<file path="src/pebuf_pkg.sv">
// ---------------------------------------------------------------------------
// pebuf_pkg - shared definitions for the priority evicting event buffer
// Command and item codes, entry layout and default sizing.
// ---------------------------------------------------------------------------
`default_nettype none

package pebuf_pkg;

	localparam int DEF_MAX_EVENTS    = 32;
	localparam int DEF_PAYLOAD_BYTES = 256;
	localparam int DEF_LOWEST_LEVEL  = 0;
	localparam int DEF_HIGHEST_LEVEL = 2;

	localparam int RECORD_SIZE = 13;
	localparam int HEADER_SIZE = 16;

	// level is clamped to the highest level; the 3-bit field holds at most 7
	localparam int LVL_W = 3;
	localparam int ORD_W = 16;

	typedef enum logic [1:0] {
		CMD_RECORD  = 2'd0,
		CMD_PUBLISH = 2'd1,
		CMD_CLEAR   = 2'd2,
		CMD_NONE    = 2'd3
	} cmd_t;

	typedef enum logic [1:0] {
		KIND_ACK     = 2'd0,
		KIND_RECORD  = 2'd1,
		KIND_SUMMARY = 2'd2
	} item_kind_t;

	typedef struct packed {
		logic [31:0]      arg_b;
		logic [31:0]      arg_a;
		logic [ORD_W-1:0] order;
		logic [7:0]       code;
		logic [LVL_W-1:0] level;
		logic [15:0]      line;
		logic [7:0]       source;
	} entry_t;

endpackage

`default_nettype wire

</file>
<file path="src/priority_evicting_event_buffer.sv">
// ---------------------------------------------------------------------------
// priority_evicting_event_buffer - bounded event store with level eviction
// Records events, publishes them by level, and clears on command.
// ---------------------------------------------------------------------------
// Usage:
//   The slave stream carries one command per transaction: s_tuser holds the
//   command, s_tdata the event fields and the publish sequence number.
//   The master stream returns result transactions; m_tuser gives the item
//   kind and m_tlast marks the final item of a command.
//   Record, clear and unused commands answer with one acknowledgement. With
//   the store full, the eviction scan reads every entry once through the
//   single read port. Publish scans the filled entries once per level and
//   stops early when the payload limit is reached; a summary item ends it.
//   One command is in work at a time; s_tready is high only when idle.
//   If the receiver stalls, the sequencer holds in place until the output
//   register is free again; nothing is lost.
//   Reset empties the store (fill count, drop and order counters to zero);
//   entry memory contents are not cleared, as only filled slots are read.
// ---------------------------------------------------------------------------
`default_nettype none

module priority_evicting_event_buffer #(
	parameter int MAX_EVENTS    = pebuf_pkg::DEF_MAX_EVENTS,
	parameter int PAYLOAD_BYTES = pebuf_pkg::DEF_PAYLOAD_BYTES,
	parameter int LOWEST_LEVEL  = pebuf_pkg::DEF_LOWEST_LEVEL,
	parameter int HIGHEST_LEVEL = pebuf_pkg::DEF_HIGHEST_LEVEL
) (
	input  wire          clk,
	input  wire          arst_n,
	input  wire          s_tvalid,
	output logic         s_tready,
	// source_id, line_number, severity, event_kind, first_arg, second_arg,
	// publish_seq
	input  wire  [135:0] s_tdata,
	// cmd
	input  wire  [1:0]   s_tuser,
	output logic         m_tvalid,
	input  wire          m_tready,
	// rec_source, rec_line, rec_level, rec_code, rec_arg_a, rec_arg_b,
	// stored_count, dropped_total, records_sent, seq_echo, 2 zero bits
	output logic [159:0] m_tdata,
	// item_kind
	output logic [1:0]   m_tuser,
	output logic         m_tlast
);
	import pebuf_pkg::*;

	localparam int IDX_W    = (MAX_EVENTS > 1) ? $clog2(MAX_EVENTS) : 1;
	localparam int FILL_W   = $clog2(MAX_EVENTS + 1);
	localparam int MAX_SENT = (PAYLOAD_BYTES - HEADER_SIZE) / RECORD_SIZE;

	typedef enum logic [2:0] {
		ST_IDLE,
		ST_ACK,
		ST_EV_RD,
		ST_EV_CHK,
		ST_EV_WR,
		ST_PUB_RD,
		ST_PUB_CHK,
		ST_SUM
	} state_t;

	state_t            state_q;
	logic [FILL_W-1:0] fill_q;
	logic [15:0]       drop_q;
	logic [ORD_W-1:0]  order_q;
	logic [IDX_W-1:0]  idx_q;
	logic [LVL_W-1:0]  lvl_q;
	logic [5:0]        sent_q;
	logic [31:0]       seq_q;
	entry_t            new_q;
	logic              found_q;
	logic [IDX_W-1:0]  best_q;
	logic [LVL_W-1:0]  best_lvl_q;
	logic [ORD_W-1:0]  best_ord_q;

	logic              wr_en_q;
	logic [IDX_W-1:0]  wr_addr_q;
	entry_t            wr_entry_q;
	entry_t            rd_entry;

	// output register
	logic              out_valid_q;
	item_kind_t        out_kind_q;
	entry_t            out_entry_q;
	logic [5:0]        out_stored_q;
	logic [15:0]       out_drop_q;
	logic [5:0]        out_recs_q;
	logic [31:0]       out_seq_q;
	logic              out_last_q;

	logic              out_free;
	logic              idx_last;
	logic [7:0]        sev;
	logic [LVL_W-1:0]  clamped;
	entry_t            in_entry;

	pebuf_store #(
		.DEPTH (MAX_EVENTS),
		.IDX_W (IDX_W)
	) u_store (
		.clk      (clk),
		.wr_en    (wr_en_q),
		.wr_addr  (wr_addr_q),
		.wr_entry (wr_entry_q),
		.rd_addr  (idx_q),
		.rd_entry (rd_entry)
	);

	assign out_free = !out_valid_q || m_tready;
	assign idx_last = ((FILL_W'(idx_q) + 1'b1) == fill_q);
	assign s_tready = (state_q == ST_IDLE);

	// clamp severity and build the new entry
	assign sev = s_tdata[31:24];
	always_comb begin
		if (int'(sev) > HIGHEST_LEVEL) begin
			clamped = LVL_W'(HIGHEST_LEVEL);
		end else if (int'(sev) < LOWEST_LEVEL) begin
			clamped = LVL_W'(LOWEST_LEVEL);
		end else begin
			clamped = sev[LVL_W-1:0];
		end
		in_entry.source = s_tdata[7:0];
		in_entry.line   = s_tdata[23:8];
		in_entry.level  = clamped;
		in_entry.code   = s_tdata[39:32];
		in_entry.order  = order_q;
		in_entry.arg_a  = s_tdata[71:40];
		in_entry.arg_b  = s_tdata[103:72];
	end

	// sequencer, counters and output register
	always_ff @(posedge clk or negedge arst_n) begin
		if (!arst_n) begin
			state_q     <= ST_IDLE;
			fill_q      <= '0;
			drop_q      <= '0;
			order_q     <= '0;
			idx_q       <= '0;
			lvl_q       <= '0;
			sent_q      <= '0;
			found_q     <= 1'b0;
			wr_en_q     <= 1'b0;
			out_valid_q <= 1'b0;
		end else begin
			wr_en_q <= 1'b0;
			if (m_tready) begin
				out_valid_q <= 1'b0;
			end
			unique case (state_q)
				ST_IDLE: begin
					if (s_tvalid) begin
						idx_q <= '0;
						case (s_tuser)
							CMD_RECORD: begin
								new_q   <= in_entry;
								order_q <= order_q + 1'b1;
								if (int'(fill_q) < MAX_EVENTS) begin
									wr_en_q    <= 1'b1;
									wr_addr_q  <= fill_q[IDX_W-1:0];
									wr_entry_q <= in_entry;
									fill_q     <= fill_q + 1'b1;
									state_q    <= ST_ACK;
								end else begin
									found_q <= 1'b0;
									state_q <= ST_EV_RD;
								end
							end
							CMD_PUBLISH: begin
								seq_q   <= s_tdata[135:104];
								lvl_q   <= LVL_W'(HIGHEST_LEVEL);
								sent_q  <= '0;
								state_q <= (fill_q == '0) ? ST_SUM : ST_PUB_RD;
							end
							CMD_CLEAR: begin
								fill_q  <= '0;
								drop_q  <= '0;
								order_q <= '0;
								state_q <= ST_ACK;
							end
							default: begin
								state_q <= ST_ACK;
							end
						endcase
					end
				end
				ST_ACK: begin
					if (out_free) begin
						out_valid_q  <= 1'b1;
						out_kind_q   <= KIND_ACK;
						out_entry_q  <= '0;
						out_stored_q <= 6'(fill_q);
						out_drop_q   <= drop_q;
						out_recs_q   <= '0;
						out_seq_q    <= '0;
						out_last_q   <= 1'b1;
						state_q      <= ST_IDLE;
					end
				end
				ST_EV_RD: begin
					state_q <= ST_EV_CHK;
				end
				ST_EV_CHK: begin
					// keep the lowest level, then the lowest order, below the new level
					if (rd_entry.level < new_q.level &&
					    (!found_q || rd_entry.level < best_lvl_q ||
					     (rd_entry.level == best_lvl_q && rd_entry.order < best_ord_q))) begin
						found_q    <= 1'b1;
						best_q     <= idx_q;
						best_lvl_q <= rd_entry.level;
						best_ord_q <= rd_entry.order;
					end
					if (idx_last) begin
						state_q <= ST_EV_WR;
					end else begin
						idx_q   <= idx_q + 1'b1;
						state_q <= ST_EV_RD;
					end
				end
				ST_EV_WR: begin
					wr_en_q    <= found_q;
					wr_addr_q  <= best_q;
					wr_entry_q <= new_q;
					drop_q     <= drop_q + 1'b1;
					state_q    <= ST_ACK;
				end
				ST_PUB_RD: begin
					state_q <= ST_PUB_CHK;
				end
				ST_PUB_CHK: begin
					if (rd_entry.level == lvl_q && int'(sent_q) >= MAX_SENT) begin
						// payload full: stop for good
						state_q <= ST_SUM;
					end else if (rd_entry.level != lvl_q || out_free) begin
						if (rd_entry.level == lvl_q) begin
							out_valid_q  <= 1'b1;
							out_kind_q   <= KIND_RECORD;
							out_entry_q  <= rd_entry;
							out_stored_q <= 6'(fill_q);
							out_drop_q   <= drop_q;
							out_recs_q   <= '0;
							out_seq_q    <= '0;
							out_last_q   <= 1'b0;
							sent_q       <= sent_q + 1'b1;
						end
						// advance slot, then level
						if (idx_last) begin
							idx_q <= '0;
							if (int'(lvl_q) == LOWEST_LEVEL) begin
								state_q <= ST_SUM;
							end else begin
								lvl_q   <= lvl_q - 1'b1;
								state_q <= ST_PUB_RD;
							end
						end else begin
							idx_q   <= idx_q + 1'b1;
							state_q <= ST_PUB_RD;
						end
					end
				end
				ST_SUM: begin
					if (out_free) begin
						out_valid_q  <= 1'b1;
						out_kind_q   <= KIND_SUMMARY;
						out_entry_q  <= '0;
						out_stored_q <= 6'(fill_q);
						out_drop_q   <= drop_q;
						out_recs_q   <= sent_q;
						out_seq_q    <= seq_q;
						out_last_q   <= 1'b1;
						state_q      <= ST_IDLE;
					end
				end
				default: begin
					state_q <= ST_IDLE;
				end
			endcase
		end
	end

	// drive the master stream
	assign m_tvalid = out_valid_q;
	assign m_tuser  = out_kind_q;
	assign m_tlast  = out_last_q;
	assign m_tdata  = {2'b00, out_seq_q, out_recs_q, out_drop_q, out_stored_q,
	                   out_entry_q.arg_b, out_entry_q.arg_a, out_entry_q.code,
	                   out_entry_q.level[1:0], out_entry_q.line, out_entry_q.source};

endmodule

`default_nettype wire

</file>
<file path="src/pebuf_store.sv">
// ---------------------------------------------------------------------------
// pebuf_store - event entry memory
// One write port and one registered read port.
// ---------------------------------------------------------------------------
`default_nettype none

module pebuf_store #(
	parameter int DEPTH = pebuf_pkg::DEF_MAX_EVENTS,
	parameter int IDX_W = (DEPTH > 1) ? $clog2(DEPTH) : 1
) (
	input  wire                    clk,
	input  wire                    wr_en,
	input  wire [IDX_W-1:0]        wr_addr,
	input  wire pebuf_pkg::entry_t wr_entry,
	input  wire [IDX_W-1:0]        rd_addr,
	output pebuf_pkg::entry_t      rd_entry
);
	import pebuf_pkg::*;

	entry_t mem_q [DEPTH];

	// write one entry
	always_ff @(posedge clk) begin
		if (wr_en) begin
			mem_q[wr_addr] <= wr_entry;
		end
	end

	// registered read
	always_ff @(posedge clk) begin
		rd_entry <= mem_q[rd_addr];
	end

endmodule

`default_nettype wire

</file>
<file path="config.mk">
export PLATFORM = sky130hd
export DESIGN_NAME = priority_evicting_event_buffer
export DESIGN_NICKNAME = d
export VERILOG_FILES = /design/src/pebuf_pkg.sv /design/src/priority_evicting_event_buffer.sv /design/src/pebuf_store.sv
export SDC_FILE = /design/constraint.sdc
export NUM_CORES = 2
export LEC_CHECK = 0
export ABC_AREA = 0
export BUFFER_PORTS_ARGS = -buffer_cell sky130_fd_sc_hd__buf_2
export CAP_MARGIN = 30
export CORE_ASPECT_RATIO = 0.6
export CORE_MARGIN = 2
export CORE_UTILIZATION = 56
export DETAILED_ROUTE_END_ITERATION = 6
export PLACE_DENSITY = 0.75
export SLEW_MARGIN = 20
export SYNTH_ARGS = -nofsm -noshare
export SYNTH_HDL_FRONTEND = slang
export SYNTH_SLANG_ARGS = --single-unit
</file>
<file path="constraint.sdc">
create_clock -name clk -period 7.6 [get_ports clk]
set_input_delay 2.28 -clock clk [delete_from_list [all_inputs] [get_ports clk]]
set_output_delay 2.28 -clock clk [all_outputs]
set_load 0.005 [all_outputs]
</file>
### After elaboration in Yosys (flattened, before gate mapping)

Memories as Yosys holds them, arrays and structs flattened. A register that Yosys moved wholly into a read port is not among the register bits.
Cells that the tools add are included.

* muxes and demuxes: 100
* add/sub/neg operators: 7
* reduce and logical (&&, ||, !) cells: 35
* equal/unequal tests: 31
* order comparisons: 6

Operators by type and width (number)
* 2-to-1 mux 115 bit: 7
* one-hot mux 115 bit (2 select lines): 2
* 2-to-1 mux 32 bit: 5
* 2-to-1 mux 16 bit: 6
* one-hot mux 16 bit (2 select lines): 3
* one-hot mux 32 bit (3 select lines): 1
* 2-to-1 mux 6 bit: 15
* 2-to-1 mux 5 bit: 8
* 2-to-1 mux 3 bit: 13
* one-hot mux 6 bit (2 select lines): 3
* adder 16 x 1 -> 16 bit, second input constant: 2
* != test 2 bit, second input constant: 12
* one-hot mux 3 bit (7 select lines): 1
* 2-to-1 mux 1 bit: 18
* one-hot mux 6 bit (3 select lines): 1
* less-than comparator 16 bit: 1
* 2-to-1 mux 2 bit: 8
* one-hot mux 5 bit (3 select lines): 1
* AND reduction 5 bit: 3
* AND reduction 7 bit: 2
* adder 6 x 1 -> 6 bit, second input constant: 2
* == test 3 bit, second input constant: 4
* one-hot mux 3 bit (2 select lines): 2
* AND reduction 3 bit: 4
* other kinds (30): 55

* logic and storage cells: 221
* register bits after elaboration: 510
* RAM bits: 3680
* memories: 1
* output and inout bits: 165
* input bits: 142

Memory list
* u_store.mem_q: words 32, bits a word 115, rd ports 1, clocked after Yosys merged registers in 1, wr ports 1, line pebuf_store.sv:20 `entry_t mem_q [DEPTH];`

### Logic depth before layout (Yosys ltp)

* word-level depth: 6
* gate-level depth with buffers: 9
* mapped depth without buffers: 8

### By module

Synthesis repeated with hierarchy kept, for this count alone.

* cells, all modules: 8115
* area total of the unflattened synthesis: 161608.7 um^2

Modules (own cells, without submodules)
* pebuf_store: sequential area each 112808.2 um^2, instances 1, area an instance 141864.8 um^2, cells each 6694
* priority_evicting_event_buffer: sequential area each 15024.4 um^2, instances 1, area an instance 19743.9 um^2, cells each 1421

### Worst setup path before layout

Ideal clock, no wire load.

* kind: in2reg
* start: input port s_tuser[0]
* end: register wr_addr_q[0], enable pin
* setup time: 0.639 ns
* stages on the path: 3
* slack: -1.589 ns
* data arrival time: 8.549 ns
* required time: 6.961 ns
* cells stage by stage: nand2b_1 > or3_1 > a21oi_1

* word-level cells in the longest chain between the ends: 3

RTL lines
* start, declared: line priority_evicting_event_buffer.sv:36 `input wire [1:0] s_tuser,`
* logical NOT 2 bit: line priority_evicting_event_buffer.sv:155 `case (s_tuser)`
* != test 2 x 1 -> 1 bit (no line)
* AND reduction 5 bit (no line)
* end signal, assigned: line priority_evicting_event_buffer.sv:161 `wr_addr_q <= fill_q[IDX_W-1:0];`
* end signal, assigned: line priority_evicting_event_buffer.sv:223 `wr_addr_q <= best_q;`
* end, declared: line priority_evicting_event_buffer.sv:78 `logic [IDX_W-1:0] wr_addr_q;`

No other way between the ends.
A chain may end at the register's enable or synchronous reset.

### Worst setup path after layout

* start: register state_q[0]
* end: output port s_tready

* word-level cells in the longest chain between the ends: 1

RTL lines
* start, declared: line priority_evicting_event_buffer.sv:63 `state_t state_q;`
* start signal, assigned: line priority_evicting_event_buffer.sv:174 `state_q <= (fill_q == '0) ? ST_SUM : ST_PUB_RD;`
* logical NOT 3 bit: line priority_evicting_event_buffer.sv:112 `assign s_tready = (state_q == ST_IDLE);`
* end, declared: line priority_evicting_event_buffer.sv:31 `output logic s_tready,`

No other way between the ends.

==> summary.txt <==
Outcome - completed
Sequential-to-total area share from yosys stat - 79.4%
Initial Util - 56.3%
Final min period - 4.88 ns
Filler cell count - 18,000
Worst setup SP type - register
CP max stage delay - 0.58 ns
CTS tree - done
Worst slew pin tran - 1.11 ns
Synth warn - 0
Fmax - 205 MHz
Leak - 57.1 nW
Setup tns final - 0 ns
CP cell instances - nor2_1 -> nand2_1 -> inv_1 -> buf_2
Routed vias - 76,700
Post-synth top flop - edfxtp_1
CP Class - register to output port
P per Cell Area - 324 mW/mm2
CTS Root Cell - clkbuf_16
Post-layout nets - 7,552
Post-cts sizing count - 0
Cell Area, Synth - 0.161 mm2
Standard-cell rows - 152
Global route overflow - 0
Drt pass-1 iters - 6
Multi-input gate area - 0.0321 mm2
Global placement routability congestion - 0.838
Async S/R FF share, synth - 1.35%
Post-synth top cells - edfxtp_1 (4,132), mux4_2 (1,150), nand2_1 (383)
Clock Pin Slew Worst Setup and Hold Paths - 0.07 ns
Port Buffer Count - 304
M1 wire length - 153,000 um
RSZ-0062 raised after global routing - no
CP arrival - 2.60 ns
Count leader, synth - edfxtp_1
Final Power - 58.7 mW
Starting DRC count in detailed routing - 12,400
Post-synth EDFFs - 4,132
Post-synth top area share - 77.0%
Final Max Slew Viols - 0
Slew Limit Headroom - 25.9%
Critical path endpoint category - output port
CORE AREA - 0.286 mm2
WL/cell - 35.0 um
Die area - 0.292 mm2
DRC Markers - 0
Met2 WL post-DR - 193,000 um
Top area cells in the synthesized netlist - edfxtp_1 (77%), mux4_2 (16%), dfxtp_1 (1.4%)
CTS sink count - 4,305
Post-CTS setup buffers - 0
CP required - 5.32 ns
Die Span Y - 419 um
Via density - 6.65
Clk buf depth - 4
Global-route wire length before repair - 568,000 um
DR WL met3 - 44,300 um
Num CTS Buffers - 366
HPWL Detailed - 196,000 um
Number of max-cap violations - 0
Syn Inst Count - 6,796
Register area - 0.128 mm2
Final setup fails - 0
Initial antenna violation count - 10
Maximum vdd drop - 0.000413 V
Clock latency on the worst-skew pair - 0.94 ns
Routed wire length - 403,000 um
Hold-fix buffers, CTS - 0
I/O Pins - 307
Vias in the first global route - 76,400
H-tree Lvls - 5
Syn_area_per_cell - 23.7 um2
Hold WC Path Type - register to register
Total GRT Usage - 27.5%
Post-DRT Antenna Nets - 0
Die width - 696 um
Synth Register Bits - 4,305
Distinct cells, synth - 65
Area growth from synthesis to layout - 12.6%
Largest net degree at the start of global routing - 131
Hold Violations, Final - 0
Critical path fanouts, max - 16
Top Metal Used - met5
Slowest stage cell, crit path - dfrtp_1
Final worst-path cycle share - 64.3%
Largest area contributor in the netlist - edfxtp_1
Share of cells above drive strength 1 - 31.2%
Final setup skew - 0.0642 ns
==> worst max-delay path: cells and delay by family, from the launching register on <==
| family | cells | cell delay [ns] |
|---|---|---|
| DFF | 1 | 0.58 |
| buffers and inverters | 2 | 0.28 |
| and+or+nand+nor | 2 | 0.80 |
==> layer usage <==
layer | up-vias | GRT usage, %
met5 | - | 0
met1 | 40800 | 41.2
met3 | 712 | 5.09
li1 | 29700 | -
met4 | 6 | 7.47
met2 | 5525 | 42.6
==> cell families (layout without fill, tap and decap cells) <==
group | after synthesis | after routing | synth area share [%]
AND/OR/NAND/NOR | 695 | 695 | 1.98
multiplexers | 1272 | 1272 | 16.9
buffers and inverters | 365 | 1244 | 0.929
other | 1 | 7 | 0.00233
flip-flops | 4305 | 4305 | 79.4
adder cells (fa/ha/maj) | 29 | 29 | 0.225
XOR/XNOR | 35 | 35 | 0.190
AO/OA/AOI/OAI | 94 | 94 | 0.384
==> power by group <==
group / switching, mW / total [mW] / internal, mW
sequential: 0.861 / 28.0 / 27.1
clock: 8.48 / 19.1 / 10.6
combinational: 5.65 / 11.7 / 6.03
==> cell type report <==
class	count	area share, %
flip-flops and latches	4305	70.5
multi-input cells	2128	17.7
clock buffers	485	5.54
well taps	3850	2.65
repair buffers	542	2.51
clock inverters	179	1.07
inverters	38	0.0786
diodes	4	0.00552
==> registers in the layout, indices dropped and copies added, names as in the netlist, 6 cells and up <==
name              cells
drop_q               16
u_store.mem_q      3680
sent_q                6
u_store.rd_entry    115
out_drop_q           16
best_ord_q           16
new_q               115
out_seq_q            32
wr_entry_q          115
seq_q                32
out_recs_q            6
m_tdata              98
out_stored_q          6
fill_q                6
order_q              16
==> final timing paths <==
| path | start | slack [ns] | cells past startpoint | endpoint |
|---|---|---|---|---|
| worst max register to register | idx_q[1]$_DFFE_PN0P_ | 3.59 | 5 | u_store.rd_entry[54]$_DFF_P_ |
| worst min-delay path | u_store.rd_entry[35]$_DFF_P_ | 0.45 | 0 | best_ord_q[0]$_DFFE_PP_ |
| max in group asynchronous | arst_n | 5.22 | 2 | idx_q[0]$_DFFE_PN0P_ |
| worst min register to register | u_store.rd_entry[35]$_DFF_P_ | 0.45 | 0 | best_ord_q[0]$_DFFE_PP_ |
| worst max-delay path | state_q[0]$_DFFE_PN0P_ | 2.72 | 4 | s_tready |
| min in group asynchronous | arst_n | 1.43 | 1 | drop_q[9]$_DFFE_PN0P_ |
==> metrics by stage <==
stage,area [um2],worst slack [ns],utilization (%),cells,hold WS (ns)
finish,181000,2.72,63.4,11500,0.447
floorplan,161000,1.10,-,6798,0.400
detailed placement,168000,2.52,58.8,10800,0.435
CTS,180000,2.73,63.0,11500,0.448
global placement,168000,2.58,58.7,10800,0.424
global route,181000,2.56,63.4,11500,0.448
==> cells in the final DEF (no fill, tap or decap), types with 42 or more instances in the layout <==
cell type	instances
and2_1	135
buf_12	42
buf_2	304
buf_4	115
buf_8	65
clkbuf_1	85
clkbuf_16	376
clkinv_1	46
clkinv_2	59
dfrtp_1	53
dfxtp_1	115
edfxtp_1	4132
mux2_2	116
mux4_2	1150
nand2_1	381
nor2_1	45
Power figures use the tool's default switching activity.
